--- src/hw/rtl/shadow_decal_box_clip_unit_assert.svh ---
// Assertion macros for the shadow decal box clip unit.
// No dependencies; included by the top level only.
`ifndef SHADOW_DECAL_BOX_CLIP_UNIT_ASSERT_SVH
`define SHADOW_DECAL_BOX_CLIP_UNIT_ASSERT_SVH
// Implication checked on every edge outside reset.
`define SDB_ASSERT_IMP(lbl, clk, rst, a, c, msg) \
   lbl: assert property (@(posedge clk) disable iff (rst) (a) |-> (c)) else $error(msg);
// Next-cycle implication checked outside reset.
`define SDB_ASSERT_NXT(lbl, clk, rst, a, c, msg) \
   lbl: assert property (@(posedge clk) disable iff (rst) (a) |=> (c)) else $error(msg);
`endif

--- src/hw/rtl/sdbc_pkg.sv ---
// Shared types and constants for the shadow decal box clip unit.
// No dependencies.
package sdbc_pkg;
   localparam int FRAC_BITS_DEF = 16;
   localparam logic [15:0] UV_NOM = 16'd21627;
   localparam logic [30:0] Y_LIFT_RST = 31'd6554;
   localparam logic [10:0] MAX_SH_RST = 11'd256;
   localparam logic [0:0] REG_Y_LIFT = 1'b0;
   localparam logic [0:0] REG_MAX_SH = 1'b1;

   typedef struct packed {
      logic        frame_start;
      logic        row_last;
      logic [31:0] caster_x;
      logic [31:0] caster_z;
      logic [30:0] caster_half_x;
      logic [30:0] caster_half_z;
      logic [31:0] caster_top;
      logic [31:0] recv_x;
      logic [31:0] recv_z;
      logic [30:0] recv_half_x;
      logic [30:0] recv_half_z;
      logic [31:0] recv_top;
   } req_type;

   typedef struct packed {
      logic        shadow_made;
      logic        fully_inside;
      logic [31:0] shadow_x;
      logic [31:0] shadow_y;
      logic [31:0] shadow_z;
      logic [30:0] scale_x;
      logic [30:0] scale_z;
      logic [15:0] uv_u;
      logic [15:0] uv_v;
      logic        limit_reached;
   } rsp_type;
endpackage

--- src/hw/rtl/sdbc_req_if.sv ---
// Valid/ready channel interface for request beats.
// Depends on sdbc_pkg.
interface sdbc_req_if import sdbc_pkg::*; ();
   logic    valid;
   logic    ready;
   req_type data;
   modport source (output valid, output data, input ready);
   modport sink (input valid, input data, output ready);
endinterface

--- src/hw/rtl/sdbc_rsp_if.sv ---
// Valid/ready channel interface for result beats.
// Depends on sdbc_pkg.
interface sdbc_rsp_if import sdbc_pkg::*; ();
   logic    valid;
   logic    ready;
   rsp_type data;
   modport source (output valid, output data, input ready);
   modport sink (input valid, input data, output ready);
endinterface

--- src/hw/rtl/sdbc_divider.sv ---
// Bit-serial restoring divider: quotient of num by den, one bit per cycle.
// Depends on sdbc_pkg for nothing but house style.
module sdbc_divider import sdbc_pkg::*; #(
   parameter int NW = 48,
   parameter int DW = 33
) (
   input  logic          clock,
   input  logic          reset,
   input  logic          start,
   input  logic [NW-1:0] num,
   input  logic [DW-1:0] den,
   output logic          busy,
   output logic [NW-1:0] quo
);
   localparam int CW = $clog2(NW + 1);
   logic [NW-1:0] q_ff, q_in;
   logic [DW:0]   r_ff, r_in;
   logic [DW-1:0] d_ff, d_in;
   logic [CW-1:0] c_ff, c_in;
   logic          b_ff, b_in;
   logic [DW:0]   trial;

   // One quotient bit per cycle, remainder restored on a failed subtract.
   always_comb begin
      q_in = q_ff; r_in = r_ff; d_in = d_ff; c_in = c_ff; b_in = b_ff;
      trial = {r_ff[DW-1:0], q_ff[NW-1]};
      if (start) begin
         q_in = num; r_in = '0; d_in = den; c_in = CW'(NW); b_in = 1'b1;
      end else if (b_ff) begin
         if (trial >= {1'b0, d_ff}) begin
            r_in = trial - {1'b0, d_ff};
            q_in = {q_ff[NW-2:0], 1'b1};
         end else begin
            r_in = trial;
            q_in = {q_ff[NW-2:0], 1'b0};
         end
         c_in = c_ff - 1'b1;
         if (c_ff == CW'(1)) b_in = 1'b0;
      end
   end

   always_ff @(posedge clock) begin
      if (reset) begin
         b_ff <= 1'b0; c_ff <= '0;
      end else begin
         b_ff <= b_in; c_ff <= c_in;
      end
      q_ff <= q_in; r_ff <= r_in; d_ff <= d_in;
   end

   assign busy = b_ff;
   assign quo  = q_ff;
endmodule

--- src/hw/rtl/shadow_decal_box_clip_unit.sv ---
// Shadow decal box clip unit top level: control, compare and output register.
// Depends on sdbc_pkg, sdbc_req_if, sdbc_rsp_if, sdbc_divider and the assertion header.
`include "shadow_decal_box_clip_unit_assert.svh"
// One caster/receiver pair is handled at a time. A pair that needs no UV offset
// goes through the compare and output states between accepted request beats.
// Each overhanging axis adds a divide on the shared bit-serial divider, one
// quotient bit per cycle over 48 bits. The result beat sits in an output
// register, and the next request beat is taken only once that beat leaves,
// in the same cycle at the earliest.
module shadow_decal_box_clip_unit import sdbc_pkg::*; #(
   parameter int FRAC_BITS = FRAC_BITS_DEF
) (
   input  logic        clock,
   input  logic        reset,
   sdbc_req_if.sink    req,
   sdbc_rsp_if.source  rsp,
   input  logic        csr_psel,
   input  logic        csr_penable,
   input  logic        csr_pwrite,
   input  logic [2:0]  csr_paddr,
   input  logic [31:0] csr_pwdata,
   output logic [31:0] csr_prdata,
   output logic        csr_pready
);
   localparam logic [3:0] S_IDLE = 4'd0, S_CMP = 4'd1, S_DIVX = 4'd2, S_WX = 4'd3,
                          S_DIVZ = 4'd4, S_WZ = 4'd5, S_OUT = 4'd6;
   localparam logic [63:0] LIFT_RST = ((64'd1 << FRAC_BITS) * 64'd2 + 64'd10) / 64'd20;

   logic [3:0]  st_ff, st_in;
   logic [30:0] lift_ff;
   logic [10:0] maxs_ff, cnt_ff, cnt_in;
   logic        lim_ff, lim_in, stop_ff, stop_in;
   req_type     p_ff;
   rsp_type     o_ff, o_in;
   logic        ov_ff, ov_in;
   logic        xmode_ff, xmode_in, zmode_ff, zmode_in; // 1: low edge, else high
   logic        xdo_ff, xdo_in, zdo_ff, zdo_in;
   logic [31:0] dx_ff, dx_in, dz_ff, dz_in;

   // csr writes and reads
   wire cwr = csr_psel && csr_penable && csr_pwrite;
   always_ff @(posedge clock) begin
      if (reset) begin
         lift_ff <= LIFT_RST[30:0]; maxs_ff <= MAX_SH_RST;
      end else if (cwr && csr_paddr[1:0] == 2'b00) begin
         if (csr_paddr[2] == REG_Y_LIFT) lift_ff <= csr_pwdata[30:0];
         else maxs_ff <= csr_pwdata[10:0];
      end
   end
   assign csr_pready = 1'b1;
   assign csr_prdata = (csr_paddr[2] == REG_MAX_SH) ? {21'd0, maxs_ff} : {1'b0, lift_ff};

   // extended geometry
   logic signed [33:0] cx, cz, chx, chz, rx, rz, rhx, rhz;
   logic signed [33:0] cl, cr, czl, czr, rl, rr, rzl, rzr;
   always_comb begin
      cx = 34'(signed'(p_ff.caster_x)); cz = 34'(signed'(p_ff.caster_z));
      rx = 34'(signed'(p_ff.recv_x));   rz = 34'(signed'(p_ff.recv_z));
      chx = {3'b0, p_ff.caster_half_x}; chz = {3'b0, p_ff.caster_half_z};
      rhx = {3'b0, p_ff.recv_half_x};   rhz = {3'b0, p_ff.recv_half_z};
      cl = cx - chx; cr = cx + chx; czl = cz - chz; czr = cz + chz;
      rl = rx - rhx; rr = rx + rhx; rzl = rz - rhz; rzr = rz + rhz;
   end

   function automatic logic [31:0] sat(input logic signed [33:0] v);
      if (v > 34'sd2147483647) return 32'h7FFFFFFF;
      if (v < -34'sd2147483648) return 32'h80000000;
      return v[31:0];
   endfunction

   // shared divider for move = (NOM*d + h) / (2h)
   logic        dv_start, dv_busy;
   logic [47:0] dv_num, dv_quo;
   logic [32:0] dv_den;
   logic [30:0] dv_h;
   logic [31:0] dv_d;
   logic        dv_xsel;
   assign dv_xsel = (st_ff == S_DIVX) || (st_ff == S_WX);
   assign dv_h   = dv_xsel ? p_ff.caster_half_x : p_ff.caster_half_z;
   assign dv_d   = dv_xsel ? dx_ff : dz_ff;
   assign dv_num = 48'(dv_d) * 48'(UV_NOM) + 48'(dv_h);
   assign dv_den = {1'b0, dv_h, 1'b0};
   assign dv_start = (st_ff == S_DIVX) || (st_ff == S_DIVZ);
   sdbc_divider #(.NW(48), .DW(33)) u_div (
      .clock(clock), .reset(reset), .start(dv_start), .num(dv_num),
      .den(dv_den), .busy(dv_busy), .quo(dv_quo));

   logic [15:0] mv;
   logic        acc;
   always_comb begin
      mv = (dv_h == '0 || dv_quo > 48'(UV_NOM)) ? UV_NOM : dv_quo[15:0];
   end
   assign acc = req.valid && req.ready;
   assign req.ready = (st_ff == S_IDLE) && !(ov_ff && !rsp.ready);

   // sequencer
   logic signed [33:0] yl;
   always_comb begin
      st_in = st_ff;
      cnt_in = cnt_ff; lim_in = lim_ff; stop_in = stop_ff;
      o_in = o_ff; ov_in = ov_ff && !rsp.ready;
      xmode_in = xmode_ff; zmode_in = zmode_ff; xdo_in = xdo_ff; zdo_in = zdo_ff;
      dx_in = dx_ff; dz_in = dz_ff;
      yl = 34'(signed'(p_ff.recv_top)) + {3'b0, lift_ff};
      case (st_ff)
         S_IDLE: if (acc) st_in = S_CMP;
         S_CMP: begin
            o_in = '0; xdo_in = 1'b0; zdo_in = 1'b0;
            if (p_ff.frame_start) begin
               cnt_in = '0; lim_in = 1'b0; stop_in = 1'b0;
            end
            st_in = S_OUT;
            if (!(p_ff.frame_start ? 1'b0 : stop_ff) &&
                signed'(p_ff.caster_top) >= signed'(p_ff.recv_top)) begin
               o_in.shadow_x = p_ff.caster_x; o_in.shadow_z = p_ff.caster_z;
               o_in.uv_u = UV_NOM; o_in.uv_v = UV_NOM;
               o_in.scale_x = p_ff.caster_half_x; o_in.scale_z = p_ff.caster_half_z;
               o_in.shadow_y = sat(yl);
               if (cl >= rl && cr <= rr && czl >= rzl && czr <= rzr) begin
                  o_in.shadow_made = 1'b1; o_in.fully_inside = 1'b1;
               end else if (cr >= rl && cl <= rr && czr >= rzl && czl <= rzr) begin
                  o_in.shadow_made = 1'b1;
                  if (cr > rl && cl < rl) begin
                     o_in.shadow_x = sat(rl + chx); xdo_in = 1'b1; xmode_in = 1'b1;
                     dx_in = 32'(rl - cl);
                  end else if (cl < rr && cr > rr) begin
                     o_in.shadow_x = sat(rr - chx); xdo_in = 1'b1; xmode_in = 1'b0;
                     dx_in = 32'(cr - rr);
                  end
                  if (czr > rzl && czl < rzl) begin
                     o_in.shadow_z = sat(rzl + chz); zdo_in = 1'b1; zmode_in = 1'b1;
                     dz_in = 32'(rzl - czl);
                  end else if (czl < rzr && czr > rzr) begin
                     o_in.shadow_z = sat(rzr - chz); zdo_in = 1'b1; zmode_in = 1'b0;
                     dz_in = 32'(czr - rzr);
                  end
               end
               if (o_in.shadow_made) begin
                  if (p_ff.frame_start) cnt_in = 11'd1;
                  else if (cnt_ff != 11'h7FF) cnt_in = cnt_ff + 1'b1;
                  if (cnt_in == maxs_ff) lim_in = 1'b1;
                  if (xdo_in) st_in = S_DIVX;
                  else if (zdo_in) st_in = S_DIVZ;
               end else begin
                  o_in = '0;
               end
            end
            if (p_ff.row_last && lim_in) stop_in = 1'b1;
            o_in.limit_reached = lim_in;
         end
         S_DIVX: st_in = S_WX;
         S_WX: if (!dv_busy) begin
            o_in.uv_u = xmode_ff ? UV_NOM - mv : UV_NOM + mv;
            st_in = zdo_ff ? S_DIVZ : S_OUT;
         end
         S_DIVZ: st_in = S_WZ;
         S_WZ: if (!dv_busy) begin
            o_in.uv_v = zmode_ff ? UV_NOM + mv : UV_NOM - mv;
            st_in = S_OUT;
         end
         S_OUT: if (!ov_ff || rsp.ready) begin
            ov_in = 1'b1; st_in = S_IDLE;
         end
         default: st_in = S_IDLE;
      endcase
   end

   always_ff @(posedge clock) begin
      if (reset) begin
         st_ff <= S_IDLE; cnt_ff <= '0; lim_ff <= 1'b0; stop_ff <= 1'b0; ov_ff <= 1'b0;
      end else begin
         st_ff <= st_in; cnt_ff <= cnt_in; lim_ff <= lim_in; stop_ff <= stop_in;
         ov_ff <= ov_in;
      end
      if (acc) p_ff <= req.data;
      o_ff <= o_in; xmode_ff <= xmode_in; zmode_ff <= zmode_in;
      xdo_ff <= xdo_in; zdo_ff <= zdo_in; dx_ff <= dx_in; dz_ff <= dz_in;
   end

   assign rsp.valid = ov_ff;
   assign rsp.data  = o_ff;

   // checks
   `SDB_ASSERT_IMP(a_no_acc_busy, clock, reset, st_ff != S_IDLE, !req.ready, "ready while busy")
   `SDB_ASSERT_NXT(a_acc_cmp, clock, reset, acc, st_ff == S_CMP, "accepted beat not compared")
   `SDB_ASSERT_IMP(a_empty, clock, reset, rsp.valid && !rsp.data.shadow_made,
      rsp.data.uv_u == '0 && rsp.data.shadow_y == '0, "empty result not zero")
endmodule
--- src/flat_wrapper.sv ---
// flat-port wrapper written by rule: the top's interface ports become plain ports
module shadow_decal_box_clip_unit_flat import sdbc_pkg::*;
#(
   parameter int FRAC_BITS = FRAC_BITS_DEF
)
  (clock, reset, csr_psel, csr_penable, csr_pwrite, csr_paddr, csr_pwdata, csr_prdata, csr_pready, req_valid, req_data, req_ready, rsp_valid, rsp_data, rsp_ready);
  sdbc_req_if req_i ();
  sdbc_rsp_if rsp_i ();
  input  logic clock;
  input  logic reset;
  input  logic csr_psel;
  input  logic csr_penable;
  input  logic csr_pwrite;
  input  logic [2:0] csr_paddr;
  input  logic [31:0] csr_pwdata;
  output logic [31:0] csr_prdata;
  output logic csr_pready;
  input wire logic [$bits(req_i.valid)-1:0] req_valid;
  input wire logic [$bits(req_i.data)-1:0] req_data;
  output wire logic [$bits(req_i.ready)-1:0] req_ready;
  output wire logic [$bits(rsp_i.valid)-1:0] rsp_valid;
  output wire logic [$bits(rsp_i.data)-1:0] rsp_data;
  input wire logic [$bits(rsp_i.ready)-1:0] rsp_ready;
  assign req_i.valid = req_valid;
  assign req_i.data = req_data;
  assign req_ready = req_i.ready;
  assign rsp_valid = rsp_i.valid;
  assign rsp_data = rsp_i.data;
  assign rsp_i.ready = rsp_ready;
  shadow_decal_box_clip_unit #(.FRAC_BITS(FRAC_BITS)) u_core (.clock(clock), .reset(reset), .req(req_i), .rsp(rsp_i), .csr_psel(csr_psel), .csr_penable(csr_penable), .csr_pwrite(csr_pwrite), .csr_paddr(csr_paddr), .csr_pwdata(csr_pwdata), .csr_prdata(csr_prdata), .csr_pready(csr_pready));
endmodule
--- config.mk ---
export PLATFORM = sky130hd
export DESIGN_NAME = shadow_decal_box_clip_unit_flat
export DESIGN_NICKNAME = d
export VERILOG_FILES = /design/src/hw/rtl/sdbc_pkg.sv /design/src/hw/rtl/sdbc_req_if.sv /design/src/hw/rtl/sdbc_rsp_if.sv /design/src/hw/rtl/sdbc_divider.sv /design/src/hw/rtl/shadow_decal_box_clip_unit.sv /design/src/flat_wrapper.sv
export VERILOG_INCLUDE_DIRS = /design/src /design/src/hw/rtl
export SDC_FILE = /design/constraint.sdc
export NUM_CORES = 2
export LEC_CHECK = 0
export ABC_AREA = 1
export BUFFER_PORTS_ARGS = -buffer_cell sky130_fd_sc_hd__buf_2
export CAP_MARGIN = 20
export CORE_MARGIN = 2
export CORE_UTILIZATION = 55
export CTS_CLUSTER_DIAMETER = 200
export DETAILED_ROUTE_END_ITERATION = 12
export HOLD_SLACK_MARGIN = 0.06
export PLACE_DENSITY = 0.8
export SLEW_MARGIN = 20
export SYNTH_ARGS = -nofsm -noshare
export SYNTH_HDL_FRONTEND = slang
export SYNTH_HIERARCHICAL = 1
export SYNTH_SLANG_ARGS = --single-unit
--- constraint.sdc ---
create_clock -name clock -period 12.35 [get_ports clock]
set_input_delay 2.47 -clock clock [delete_from_list [all_inputs] [get_ports clock]]
set_output_delay 2.47 -clock clock [all_outputs]
set_load 0.005 [all_outputs]
Word level (Yosys, flattened, before mapping)

Cells that the tools add are included.

Add/sub/neg operators: 23
$mul: 1
Order comparisons: 29
Eq/ne operators: 13
Mux-type cells: 162
Bitwise operators: 2
Reductions and logical operators: 43

Operator list:

| operator                                                                          | count |
|---|---|
| 32-bit 2-to-1 mux                                                                 | 33 |
| 193-bit 2-to-1 mux                                                                | 1 |
| 34-bit by 32-bit greater-than comparator with 1-bit output, second input constant | 5 |
| 34-bit by 32-bit < comparator with 1-bit output, second input constant            | 5 |
| 32-bit by 32-bit adder with 33-bit output                                         | 5 |
| 33-bit greater-or-equal comparator                                                | 4 |
| 33-bit greater-than comparator                                                    | 4 |
| 33-bit <= comparator                                                              | 4 |
| 33-bit < comparator                                                               | 4 |
| 32-bit by 32-bit subtractor with 33-bit output                                    | 4 |
| 32-bit subtractor                                                                 | 4 |
| 48-bit 2-to-1 mux                                                                 | 2 |
| 1-bit 2-to-1 mux                                                                  | 95 |
| 11-bit 2-to-1 mux                                                                 | 8 |
| 16-bit 2-to-1 mux                                                                 | 5 |
| 33-bit by 32-bit adder with 34-bit output                                         | 2 |
| 33-bit by 32-bit subtractor with 34-bit output                                    | 2 |
| 33-bit 2-to-1 mux                                                                 | 2 |
| 16-bit case mux with 2 select lines                                               | 2 |
| 31-bit 2-to-1 mux                                                                 | 2 |
| 47-bit by 31-bit adder with 48-bit output                                         | 1 |
| 48-bit by 15-bit greater-than comparator with 1-bit output, second input constant | 1 |
| 32-bit by 15-bit multiplier with 47-bit output, second input constant             | 1 |
| 34-bit by 32-bit greater-or-equal comparator with 1-bit output                    | 1 |
| other kinds (30)                                                                  | 76 |

Flip-flop bits (word level): 757
Input port bits: 360
Output and inout port bits: 228
Word-level logic and storage cells: 313

Depth between registers and ports, before layout

Depth in word-level cells: 26
Mapped depth: 39
Depth with buffers taken out: 38

Hierarchy

Netlist, hierarchy kept.

By module, submodules not included:

| module                     | instances | cells an instance | area each (um^2) | seq. area each (um^2) |
|---|---|---|---|---|
| shadow_decal_box_clip_unit | 1         | 9,271             | 70,762.9         | 18,537.8 |
| sdbc_divider               | 1         | 1,094             | 7,778.7          | 3,233.1 |

Worst setup path before layout

No wires, ideal clock.

Path type: input to register
Start: in rsp_ready
End: reg u_core.st_ff[2]
Setup time: 0.070 ns
Data arrival time: 10.998 ns
Data required time: 12.280 ns
Slack: 1.282 ns
Cell stages on the path: 9
Buffers on the path: 0
Path through: nor2_1 -> inv_1 -> and3_1 -> o22ai_1 -> nor2_1 -> nand2_1 -> a21oi_1 -> nand2_1 -> a21oi_1

Cells in the longest elaborated chain, start to end: 7
Elaborated cells on any way between the ends: 9
Classes of those cells: 2 x eq/ne; 7 x reduce/logical

RTL lines:

| element                                            | RTL line                          | text |
|---|---|---|
| start, declared                                    | flat_wrapper.sv:23                | `input wire logic [$bits(rsp_i.ready)-1:0] rsp_ready;` |
| 1-bit logical NOT                                  | shadow_decal_box_clip_unit.sv:94  | `assign req.ready = (st_ff == S_IDLE) && !(ov_ff && !rsp.ready);` |
| 1-bit logical AND                                  | shadow_decal_box_clip_unit.sv:94  |  |
| 1-bit logical NOT                                  | shadow_decal_box_clip_unit.sv:94  |  |
| 1-bit logical AND                                  | shadow_decal_box_clip_unit.sv:94  |  |
| 1-bit logical AND                                  | shadow_decal_box_clip_unit.sv:93  | `assign acc = req.valid && req.ready;` |
| named net u_core.acc                               | shadow_decal_box_clip_unit.sv:89  | `logic acc;` |
| 2-bit by 1-bit != test with 1-bit output (no line) | --                                |  |
| 4-bit AND reduction (no line)                      | --                                |  |
| end signal, assigned                               | shadow_decal_box_clip_unit.sv:172 | `st_ff <= st_in; cnt_ff <= cnt_in; lim_ff <= lim_in; stop_ff <= stop_in;` |
| end, declared                                      | shadow_decal_box_clip_unit.sv:29  | `logic [3:0] st_ff, st_in;` |

The timed path passes the listed nets, and every way through them passes these cells.
A chain may end at the register's enable or synchronous reset.

Worst setup path after layout

Start: reg u_core/p_ff[63] (netlist bit)
End: reg u_core.o_ff (netlist bit u_core/rsp.data[184]) (data pin)

Cells in the longest elaborated chain, start to end: 17
Elaborated cells on any way between the ends: 67
Classes of those cells: 4 x add/sub; 12 x order compare; 42 x mux; 9 x reduce/logical

RTL lines:

| element                                         | RTL line                          | text |
|---|---|---|
| start, declared                                 | shadow_decal_box_clip_unit.sv:33  | `req_type p_ff;` |
| start signal, assigned                          | shadow_decal_box_clip_unit.sv:175 | `if (acc) p_ff <= req.data;` |
| 32-bit by 32-bit adder with 33-bit output       | shadow_decal_box_clip_unit.sv:62  | `rl = rx - rhx; rr = rx + rhx; rzl = rz - rhz; rzr = rz + rhz;` |
| 33-bit by 32-bit subtractor with 34-bit output  | shadow_decal_box_clip_unit.sv:127 | `o_in.shadow_x = sat(rr - chx); xdo_in = 1'b1; xmode_in = 1'b0;` |
| 34-bit by 32-bit < comparator with 1-bit output | shadow_decal_box_clip_unit.sv:67  | `if (v < -34'sd2147483648) return 32'h80000000;` |
| 1-bit 2-to-1 mux (2 in a row)                   | shadow_decal_box_clip_unit.sv:67  |  |
| 1-bit 2-to-1 mux                                | shadow_decal_box_clip_unit.sv:126 | `end else if (cl < rr && cr > rr) begin` |
| 1-bit 2-to-1 mux                                | shadow_decal_box_clip_unit.sv:123 | `if (cr > rl && cl < rl) begin` |
| 1-bit 2-to-1 mux                                | shadow_decal_box_clip_unit.sv:121 | `end else if (cr >= rl && cl <= rr && czr >= rzl && czl <= rzr) begin` |
| 1-bit 2-to-1 mux                                | shadow_decal_box_clip_unit.sv:119 | `if (cl >= rl && cr <= rr && czl >= rzl && czr <= rzr) begin` |
| 1-bit 2-to-1 mux                                | shadow_decal_box_clip_unit.sv:113 | `if (!(p_ff.frame_start ? 1'b0 : stop_ff) &&` |
| 1-bit 2-to-1 mux                                | shadow_decal_box_clip_unit.sv:105 | `case (st_ff)` |
| 32-bit 2-to-1 mux                               | shadow_decal_box_clip_unit.sv:68  | `return v[31:0];` |
| 32-bit 2-to-1 mux                               | shadow_decal_box_clip_unit.sv:67  |  |
| 32-bit 2-to-1 mux                               | shadow_decal_box_clip_unit.sv:126 |  |
| 32-bit 2-to-1 mux                               | shadow_decal_box_clip_unit.sv:123 |  |
| 32-bit 2-to-1 mux                               | shadow_decal_box_clip_unit.sv:121 |  |
| 32-bit 2-to-1 mux                               | shadow_decal_box_clip_unit.sv:119 |  |
| end signal, assigned                            | shadow_decal_box_clip_unit.sv:176 | `o_ff <= o_in; xmode_ff <= xmode_in; zmode_ff <= zmode_in;` |
| end, declared                                   | shadow_decal_box_clip_unit.sv:34  | `rsp_type o_ff, o_in;` |

Parallel ways exist; a longest one is shown, timed or not. The select of a mux whose other input is x is not followed.

==> metrics <==
DP Area 83200 sq um; setup TNS 0 ns; initial antenna violation count 27; CTS root buf clkbuf_16; Vias between 70000 and 80000; Overflow after GRT 0; max-slew violations 0; DR WL met2 124000 um; Post-DP HPWL 248000 um; H-Tree Depth 3; worst skew pair latency roughly 0.73 ns; CP required 12.79 ns; Primary FF master, synth edfxtp_1; first-pass GRT wire length 430000 um; crit share post-route 73.4%; Metal-1 WL 125000 um; min Tclk post-route roughly 9.1 ns; Nets 12471; final instance area 86200 sq um; Cell Rows 138; final antenna-violating net count 0; CP Launch Type flop; full die area 146000 sq um; Critical Path AT between 9 and 10 ns; Distinct cells, synth 73; Area Growth Syn to Fin 9.80%; clock-pin transition on the worst setup and hold timing paths 0.06 ns; WHS 0.472 ns; core area 142000 sq um; worst hold path type reg2reg; GPL Wtd Cong 1.04; Post-CTS Setup Inserts 0; # hold bufs at CTS 0; Max Freq 110 MHz; DR iter-0 viols 8568; final setup violation count 0; crit end category flop; wire per inst between 20 and 25 um; yosys warns 6; Post-Syn Instances 10365; layout filler cell count 12775; chip height approximately 380 um; IO Pins ~590; CTS Buffer Depth 3; register area share after synthesis 27.7%; RSZ-0062 raised after global routing false; CP peak stage delay 0.69 ns; PortBufs 584; post_cts resized 0; worst-margin pin slew roughly 1.2 ns; Crit Path Max Fanout 46; number of global-route vias before repair approximately 70000; Final Hold Fails 0; Die X approximately 380 um; Routed WL 295000 um; #FFs+latches synth 758; number of synthesized flops with an enable pin 659; Avg Inst Size Synth ~7.6 sq um; Top cell by count, worst path nand2_1; clk sinks 758; Starting Density 55.5%; GRT Overall Usage 39.2%; CTS buffer count 84; Cell Area, Synth 78500 sq um; Worst slew margin 21.4%; max-cap viol count 0; outcome finished, final reports clean; Max Used Layer met5; vias per cell 5.80; routed wl met3 32200 um; DRC errors left 0; layout cells sized above 1 8.30%; Slowest-stage cell, CP inv_2; First-pass DRT Iterations 8; TritonCTS clock tree built; share of flip-flops with an asynchronous set or reset 0%; largest net degree at the start of global routing 150; Setup CP Type reg2reg; clk_skew 0.0384 ns
## through the flow
| stage | instances | utilization, % | setup slack [ns] |
|---|---|---|---|
| 2_1_floorplan | 10367 | - | 1.28 |
| 3_3_place_gp | 12658 | 58.8 | 3.75 |
| 3_5_place_dp | 12658 | 58.8 | 3.58 |
| 4_1_cts | 12815 | 60.8 | 3.56 |
| 5_1_grt | 12820 | 60.9 | 3.12 |
| 6_report | 12834 | 60.9 | 3.28 |
## state kept, by name (all words and copies together) (netlist names), 3 cells and up
register / count
u_core/dx_ff: 32
u_core/st_ff: 3
u_core/p_ff: 192
u_core/u_div/c_ff: 6
u_core/lift_ff: 31
u_core/u_div/quo: 48
u_core/cz: 32
u_core/rsp.data: 193
u_core/chz: 31
u_core/cx: 32
u_core/u_div/d_ff: 33
u_core/maxs_ff: 11
u_core/u_div/r_ff: 33
u_core/cnt_ff: 11
u_core/chx: 31
u_core/dz_ff: 32
## cell families after synthesis
group / after synthesis / share of synthesized area [%]
DFF: 758 / 27.7
muxes: 4 / 0.0510
adders and majority gates: 1254 / 22.3
other: 2 / 0.00956
xor gates and xnor gates: 551 / 6.15
and+or+nand+nor: 3894 / 20.6
buffers and inverters: 2005 / 9.90
AOI/OAI and AO/OA: 1897 / 13.3
## cells in the final DEF (no fill, tap or decap), drive strengths merged, types with 9 or more instances in the layout
cell | synthesis | routed
o31ai | 18 | 18
clkinvlp | 0 | 9
dfxtp | 99 | 99
ha | 1007 | 1007
o21bai | 71 | 71
xnor2 | 149 | 149
nor2 | 786 | 786
a221oi | 10 | 10
a31oi | 57 | 57
and2 | 9 | 9
xor2 | 402 | 402
diode | 0 | 16
or2 | 38 | 38
nor4 | 48 | 48
clkinv | 4 | 30
o21ai | 637 | 637
nand4 | 91 | 91
inv | 1766 | 1773
fa | 247 | 247
nor3 | 88 | 88
a21o | 79 | 79
a21boi | 24 | 24
a21oi | 893 | 893
buf | 112 | 639
nand3b | 23 | 23
clkbuf | 123 | 108
a211oi | 12 | 12
o211ai | 32 | 32
edfxtp | 659 | 659
nand3 | 444 | 444
nand2 | 2358 | 2358
o21a | 31 | 31
## final cells by class
class,instances,area [sq um],area share [%]
inverters,1770,6650,7.71
well taps,1890,2360,2.74
repair buffers,639,3370,3.91
diodes,16,40.0,0.0464
flip-flops and latches,758,21800,25.2
clock buffers,108,2350,2.72
multi-input cells,7604,49100,56.9
clock inverters,49,597,0.692
## synthesized netlist by cell type, drive strengths merged, types with 71 or more instances
| master | instances | area (sq um) |
|---|---|---|
| ha | 1007 | 12600 |
| buf | 112 | 664 |
| fa | 247 | 4940 |
| xor2 | 402 | 3530 |
| o21ai | 637 | 3200 |
| xnor2 | 149 | 1310 |
| nor3 | 88 | 455 |
| clkbuf | 123 | 463 |
| a21o | 79 | 593 |
| nor2 | 786 | 3090 |
| edfxtp | 659 | 19800 |
| inv | 1766 | 6630 |
| nand4 | 91 | 576 |
| o21bai | 71 | 533 |
| nand2 | 2358 | 8950 |
| a21oi | 893 | 4480 |
| nand3 | 444 | 2250 |
| dfxtp | 99 | 1980 |
## critical path, delay by kind of cell, from the launching register on
family	cells	cell delay (ns)
buffers and inverters	5	1.89
AO/OA/AOI/OAI	7	1.93
flip-flops	1	0.41
adder cells (fa/ha/maj)	3	1.12
XOR/XNOR	1	0.52
AND/OR/NAND/NOR	13	2.78
## path summary, 6_finish.rpt
check | startpoint | to | slack [ns] | depth (start not counted)
setup reg to reg | u_core/p_ff[63] | u_core/rsp.data[184] | 3.28 | 29
hold reg to reg | u_core/u_div/r_ff[21] | u_core/u_div/r_ff[21] | 0.47 | 2
setup / recovery | u_core/p_ff[63] | u_core/rsp.data[184] | 3.28 | 29
hold / removal | u_core/u_div/r_ff[21] | u_core/u_div/r_ff[21] | 0.47 | 2
## layer usage
metal	vias up	global-route usage, %
li1	34847	-
met1	35111	54.7
met2	3843	58.2
met3	563	9.28
met4	18	16.0
met5	-	0
Power is not shown: default switching activity piles up to over one toggle a cycle in this logic, so the estimate is an artifact.
